[config.mk]
export PLATFORM = sky130hd
export DESIGN_NAME = spms_cell
export DESIGN_NICKNAME = d
export VERILOG_FILES = /design/src/hdl/assert_macros.svh /design/src/hdl/spms_pkg.sv /design/src/hdl/spms_cell.sv
export SDC_FILE = /design/constraint.sdc
export NUM_CORES = 1
export LEC_CHECK = 0
export BUFFER_PORTS_ARGS = -buffer_cell sky130_fd_sc_hd__buf_2
export CAP_MARGIN = 20
export CORE_MARGIN = 5
export CORE_UTILIZATION = 55
export CTS_CLUSTER_DIAMETER = 40
export DETAILED_ROUTE_END_ITERATION = 8
export GPL_ROUTABILITY_DRIVEN = 0
export PLACE_DENSITY = 0.75
export SLEW_MARGIN = 10
export SYNTH_ARGS = -nofsm -noshare
export SYNTH_HDL_FRONTEND = slang
export SYNTH_SLANG_ARGS = --single-unit
[constraint.sdc]
create_clock -name clk -period 8.7 [get_ports clk]
set_input_delay 1.305 -clock clk [delete_from_list [all_inputs] [get_ports clk]]
set_output_delay 1.305 -clock clk [all_outputs]
set_load 0.03 [all_outputs]
[src/hdl/assert_macros.svh]
// Assertion macros used by the top-level RTL file of the motif score core.
`ifndef ASSERT_MACROS_SVH
`define ASSERT_MACROS_SVH

// Same-cycle implication, checked out of reset.
`define CHK_NOW(lbl, clk, rstn, ante, cons) \
	lbl: assert property (@(posedge clk) disable iff (!(rstn)) (ante) |-> (cons)) \
		else $error("assertion failed");

// Next-cycle implication, checked out of reset.
`define CHK_NEXT(lbl, clk, rstn, ante, cons) \
	lbl: assert property (@(posedge clk) disable iff (!(rstn)) (ante) |=> (cons)) \
		else $error("assertion failed");

`endif

[src/hdl/spms_pkg.sv]
// Types, constants and helpers of the sliding motif score core.
`default_nettype none

package spms_pkg;

	// Chain geometry and word widths
	localparam int MAX_MOTIF_LEN = 32;
	localparam int COL_W   = (MAX_MOTIF_LEN > 1) ? $clog2(MAX_MOTIF_LEN) : 1;
	localparam int LEN_W   = 7;
	localparam int WGT_W   = 16;
	localparam int SUM_W   = WGT_W + $clog2(MAX_MOTIF_LEN);
	localparam int REC_W   = 32;
	localparam int PROD_W  = SUM_W + REC_W + 1;
	localparam int NORM_W  = 24;
	localparam int RND_SHIFT = 9;
	localparam int QUO_W   = PROD_W - RND_SHIFT;

	localparam logic signed [PROD_W-1:0] RND_BIAS = PROD_W'(256);
	localparam logic signed [QUO_W-1:0]  NORM_MAX = QUO_W'(8388607);
	localparam logic signed [QUO_W-1:0]  NORM_MIN = -QUO_W'(8388608);

	// Register indexes
	localparam logic REG_MOTIF_LENGTH = 1'b0;
	localparam logic REG_SCORE_RECIP  = 1'b1;

	// Reset values of the registers
	localparam logic [5:0]       MOTIF_LENGTH_RST = 6'd1;
	localparam logic [REC_W-1:0] SCORE_RECIP_RST  = REC_W'(65536);

	// Input word kinds
	localparam logic KIND_LOAD = 1'b0;
	localparam logic KIND_BASE = 1'b1;

	// Result status codes
	localparam logic STATUS_OK    = 1'b0;
	localparam logic STATUS_SHORT = 1'b1;

	// Matrix rows
	localparam logic [1:0] ROW_A = 2'd0;
	localparam logic [1:0] ROW_C = 2'd1;
	localparam logic [1:0] ROW_G = 2'd2;
	localparam logic [1:0] ROW_T = 2'd3;

	// Base characters
	localparam logic [7:0] CHAR_A_UP = 8'h41;
	localparam logic [7:0] CHAR_A_LO = 8'h61;
	localparam logic [7:0] CHAR_C_UP = 8'h43;
	localparam logic [7:0] CHAR_C_LO = 8'h63;
	localparam logic [7:0] CHAR_G_UP = 8'h47;
	localparam logic [7:0] CHAR_G_LO = 8'h67;
	localparam logic [7:0] CHAR_T_UP = 8'h54;
	localparam logic [7:0] CHAR_T_LO = 8'h74;

	// Weight write broadcast to the cells
	typedef struct packed {
		logic              en;
		logic [1:0]        row;
		logic [WGT_W-1:0]  value;
	} wt_wr_t;

	// Base step broadcast to the cells
	typedef struct packed {
		logic       shift;
		logic       hit;
		logic [1:0] row;
	} cell_ctl_t;

	typedef struct packed {
		logic       hit;
		logic [1:0] row;
	} base_dec_t;

	// Map a character to its matrix row; other bytes miss
	function automatic base_dec_t decode_base(input logic [7:0] c);
		base_dec_t d;
		d.hit = 1'b1;
		d.row = ROW_A;
		unique case (c)
			CHAR_A_UP, CHAR_A_LO: d.row = ROW_A;
			CHAR_C_UP, CHAR_C_LO: d.row = ROW_C;
			CHAR_G_UP, CHAR_G_LO: d.row = ROW_G;
			CHAR_T_UP, CHAR_T_LO: d.row = ROW_T;
			default:              d.hit = 1'b0;
		endcase
		return d;
	endfunction

endpackage

`default_nettype wire

[src/hdl/spms_cell.sv]
// One motif column: its four weights and the partial sum of one window.
`default_nettype none

module spms_cell import spms_pkg::*; (
	input  logic                    clk,
	input  logic                    arst_n,
	input  wt_wr_t                  wr,
	input  cell_ctl_t               ctl,
	input  logic                    take,
	input  logic signed [SUM_W-1:0] sum_in,
	output logic signed [SUM_W-1:0] sum_out
);

	logic [WGT_W-1:0]        w_q [4];
	logic signed [SUM_W-1:0] sum_q;
	logic signed [SUM_W-1:0] w_ext;

	// Store this column's weight for the addressed row
	always_ff @(posedge clk) begin
		if (wr.en) begin
			w_q[wr.row] <= wr.value;
		end
	end

	// Advance the window sum from the left neighbor
	always_ff @(posedge clk or negedge arst_n) begin
		if (!arst_n) begin
			sum_q <= '0;
		end else if (ctl.shift && take) begin
			sum_q <= sum_in;
		end
	end

	// Add this column's weight for the current base
	always_comb begin
		w_ext = ctl.hit ? SUM_W'($signed(w_q[ctl.row])) : '0;
		sum_out = sum_q + w_ext;
	end

endmodule

`default_nettype wire

Yosys cells after proc, flatten, opt, wreduce, memory -nomap -nowiden
Memory sizes are Yosys's and may differ from the RTL's. Cells that the tools add are included.

Register bits after elaboration: 21. Bits in latches: 0. RAM bits: 64. Memory bits (read-only): 0. Input port bits: 47. Word-level logic and storage cells: 7. Memories: 1.

Add/subtract/negate cells: 1. Multiply operators: 0. Divide/modulo/power cells: 0. Magnitude comparators: 0. Equal/unequal tests: 0. Shift operators: 0. Multiplexer cells: 3. Bitwise gates (word level): 0. Reduce and logical (&&, ||, !) cells: 1.

Memories: w_q (words 4, bits a word 16, read ports 1, clocked after memory_dff 0, wr ports 1, RTL line spms_cell.sv:14) `logic [WGT_W-1:0] w_q [4];`.

Operators with widths (count): 21-bit adder (1); 21-bit 2-to-1 mux (1); 1-bit 2-to-1 mux (2); 1-bit logical AND (1).

Depth between registers and ports, before layout
An unclocked memory read counts as a cell.

Word-level depth: 3. Gate-level depth with buffers: 12. Depth with buffers taken out: 10.

Least setup slack after synthesis
OpenSTA, ideal clock, no wires.

Path kind: input to output. From: in ctl[0] in the netlist's numbering. To: out sum_out[16]. Data arrival time: 4.565 ns. Path slack: 2.830 ns. Stages: 12. Buffers on the path: 2. Cells stage by stage: buf_2 buf_2 mux4_2 and2_1 ha_1 fa_1 a21o_1 a221oi_4 o2bb2ai_4 a41oi_4 o21ai_2 xor2_1.

Word-level cells in the longest chain between the ends: 3.

Ends and longest elaborated chain: start, declared (RTL line spms_cell.sv:8) `input cell_ctl_t ctl,`; memory 4 x 16 bit; 21-bit 2-to-1 mux (RTL line spms_cell.sv:36) `w_ext = ctl.hit ? SUM_W'($signed(w_q[ctl.row])) : '0;`; 21-bit adder (RTL line spms_cell.sv:37) `sum_out = sum_q + w_ext;`; end, declared (RTL line spms_cell.sv:11) `output logic signed [SUM_W-1:0] sum_out`.

Every way passes these cells.

Worst setup path after layout
Same ends and word-level chain as after synthesis.

==> metrics <==
# IOs 68; sw power 0.000360 W; first-pass GRT wire length 12.9 mm; clk slew on worst S/H paths around 0.09 ns; DRT Wirelength 7.87 mm; Initial DRT Pass Iterations 4; area of all placed cells without fillers 0.00492 sq mm; final worst slack 2.86 ns; insertion delay to the later sink of the worst-skew pair 0.36 ns; post-synthesis sequential area ratio 0.572; Reg area 0.00245 sq mm; initial drt markers 90; die height 98.2 um; via count ~2600; Synth area leader edfxtp_1; commonest cells after routing, fill and taps aside 67 x buf_2, 64 x edfxtp_1, 21 x mux2_2, 21 x dfrtp_1, 20 x ha_1; Tmin final 5.84 ns; post-cts sizing count 0; synth top area cells edfxtp_1 45%, dfrtp_1 12%, mux4_2 8.4%; Gate Count Post-Synth 287; VDD IR-drop max between 100 and 150 uV; Tightest Pin Transition a little over 0.9 ns; CP Cell Sequence buf_2 -> mux4_2 -> and2_1 -> ha_1 -> fa_1 -> a21o_1 -> a221oi_4 -> o2bb2ai_4 -> a41oi_4 -> o21ai_2 -> xor2_1 -> buf_2; initial core utilization 0.559; core area 0.00765 sq mm; post-synthesis simple-gate area fraction 0.0755; Final Non-Filler Cells 463; Yosys top cell area share 0.450; largest net degree at the start of global routing 22; Critical Path AT about 4.5 ns; area of the multi-input gates 0.00177 sq mm; CTS Root Cell clkbuf_8; critical path data required time 7.39 ns; CP startpoint kind input port; post-synth net total ~360; antenna viol nets, final 0; H-tree Lvls 3; Main synth FF type edfxtp_1; crit-path max cell delay 0.56 ns; Fmax 0.171 GHz; Slew HR 0.392; Cell Area, Synth 0.00428 sq mm; Sum Neg Setup Slack 0 ns; Clk pwr share 0.277; r2r worst-path depth 1; path type of the worst setup path input port to output pin; via density per instance 5.52; asr flop ratio synth 0.247; status complete, no violations; mux cell area share after synthesis 0.140; Flop pwr share 0.431; grt ovf 0; CP Max Fanout 16; #FFs+latches synth 85; NumNets Final 424; DP Cell Count 447; cell area power density 226 mW/mm^2; die width 98.2 um; Area growth syn-to-layout 15.0%; commonest non-fill, non-tap cell in the layout buf_2; DRC Markers 0; gr usage total 0.170; Cell Int Power between 0.0007 and 0.0008 W; RSZ-0062 raised after global routing no; Post-CTS Hold Buffers 0; Pleak between 1.5 and 2 nW; diodes inserted 0; CTS tree yes; Final setup viols 0; Rows 32; Syn Area/Cell 14.9 sq um; Max Clock Skew 0 ns; hold depth 1; share of cells above drive strength 1 0.377; clock sink count 85; CP max stage cell mux4_2; hpwl dp about 5.6 mm; DP Area 0.00470 sq mm; full die area 0.00964 sq mm; Post-Synth XOR/XNOR Area 0.0389; CTS max path bufs 2; crit-path most repeated cell buf_2; Yosys Warn Count 0; Post-synth EDFFs 64; Port Buffers 67; Routed WL per cell 17.0 um; worst slack, placed about 2.8 ns; max-cap violations 0; adder and majority cell fraction of the synthesized area 0.0632; Crit. End Element output pin; combinational family with the most area after synthesis multiplexers; switching part of the total 0.323; final-layout fill cell count between 500 and 600; Distinct cells, synth 47; postcts setup bufs 0; final hold vios 0; Max Slew Vio Count 0; post-synthesis compound-gate area fraction 0.0945; vias in the first global route ~2700; Logic pwr share 0.292; Tcrit/Tclk final 0.671; Hold WC Path Type flop to flop; initial antenna violation count 0; total CTS buffers 9
[routing by layer]
metal / up-vias / GRT usage / routed length (um)
met3: 8 / 0.0493 / 494
met1: 1241 / 0.203 / 3400
met4: 0 / 0.0546 / 80
li1: 1245 / - / -
met5: - / 0 / 0
met2: 64 / 0.297 / 3890
[stage by stage]
step / hold WS, ns / total power [W] / util
2_1_floorplan: 0.486 / 0.000734 / -
3_3_place_gp: 0.499 / 0.000810 / 0.614
3_5_place_dp: 0.504 / 0.000816 / 0.614
4_1_cts: 0.524 / 0.00112 / 0.643
5_1_grt: 0.538 / 0.00117 / 0.643
6_report: 0.524 / 0.00111 / 0.643
[final timing paths]
kind                                      start                     to  slack [ns]
setup / recovery                         ctl[0]            sum_out[16]        2.86
hold / removal             sum_q[5]$_DFFE_PN0P_   sum_q[5]$_DFFE_PN0P_        0.52
setup reg to reg           sum_q[1]$_DFFE_PN0P_   sum_q[1]$_DFFE_PN0P_        7.90
hold reg to reg            sum_q[5]$_DFFE_PN0P_   sum_q[5]$_DFFE_PN0P_        0.52
max in group asynchronous                arst_n  sum_q[15]$_DFFE_PN0P_        7.44
min in group asynchronous                arst_n   sum_q[3]$_DFFE_PN0P_        0.90
[critical path: cells and delay by family]
kind / cells / cell delay, ns
mux: 1 / 0.56
compound gates: 5 / 1.09
simple gates: 1 / 0.17
fa+ha+maj: 2 / 0.62
xor+xnor: 1 / 0.12
buf+inv: 2 / 0.66
[Yosys cell counts (all sizes together) (2+ instances only)]
cell    instances
ha             20
edfxtp         64
xor2            8
dfrtp          21
nor3            2
mux4           16
nand3           3
clkbuf          4
o211ai          2
a21o            3
and3            3
o21a            4
and2           17
o21bai          2
nand4           3
o21ai          14
xnor2          11
mux2           21
nor2           10
buf             7
a21oi          19
nand2          16
[logic make-up after synthesis]
family | count (synthesis)
mux | 37
compound gates | 53
fa+ha+maj | 21
xor+xnor | 19
buf+inv | 12
flops | 85
simple gates | 60
[sequential cells by signal, summed over array words and instances, names as in the netlist]
signal  count
sum_q      21
w_q        64
[power groups by stage]
stage	logic (W)	clock network [W]	registers, W
floorplan	0.000249	0	0.000484
global placement	0.000322	0	0.000488
detailed placement	0.000326	0	0.000489
CTS	0.000327	0.000313	0.000480
global route	0.000352	0.000332	0.000483
finish	0.000325	0.000307	0.000479
[cell type report]
type | instances | area share
Clock buffer | 10 | 0.0259
Clock inverter | 6 | 0.0191
Inverter | 1 | 0.000763
Multi-Input combinational cell | 190 | 0.359
Sequential cell | 85 | 0.498
Tap cell | 102 | 0.0259
Timing Repair Buffer | 69 | 0.0712
Note: power is estimated with default switching activity, not from simulation.
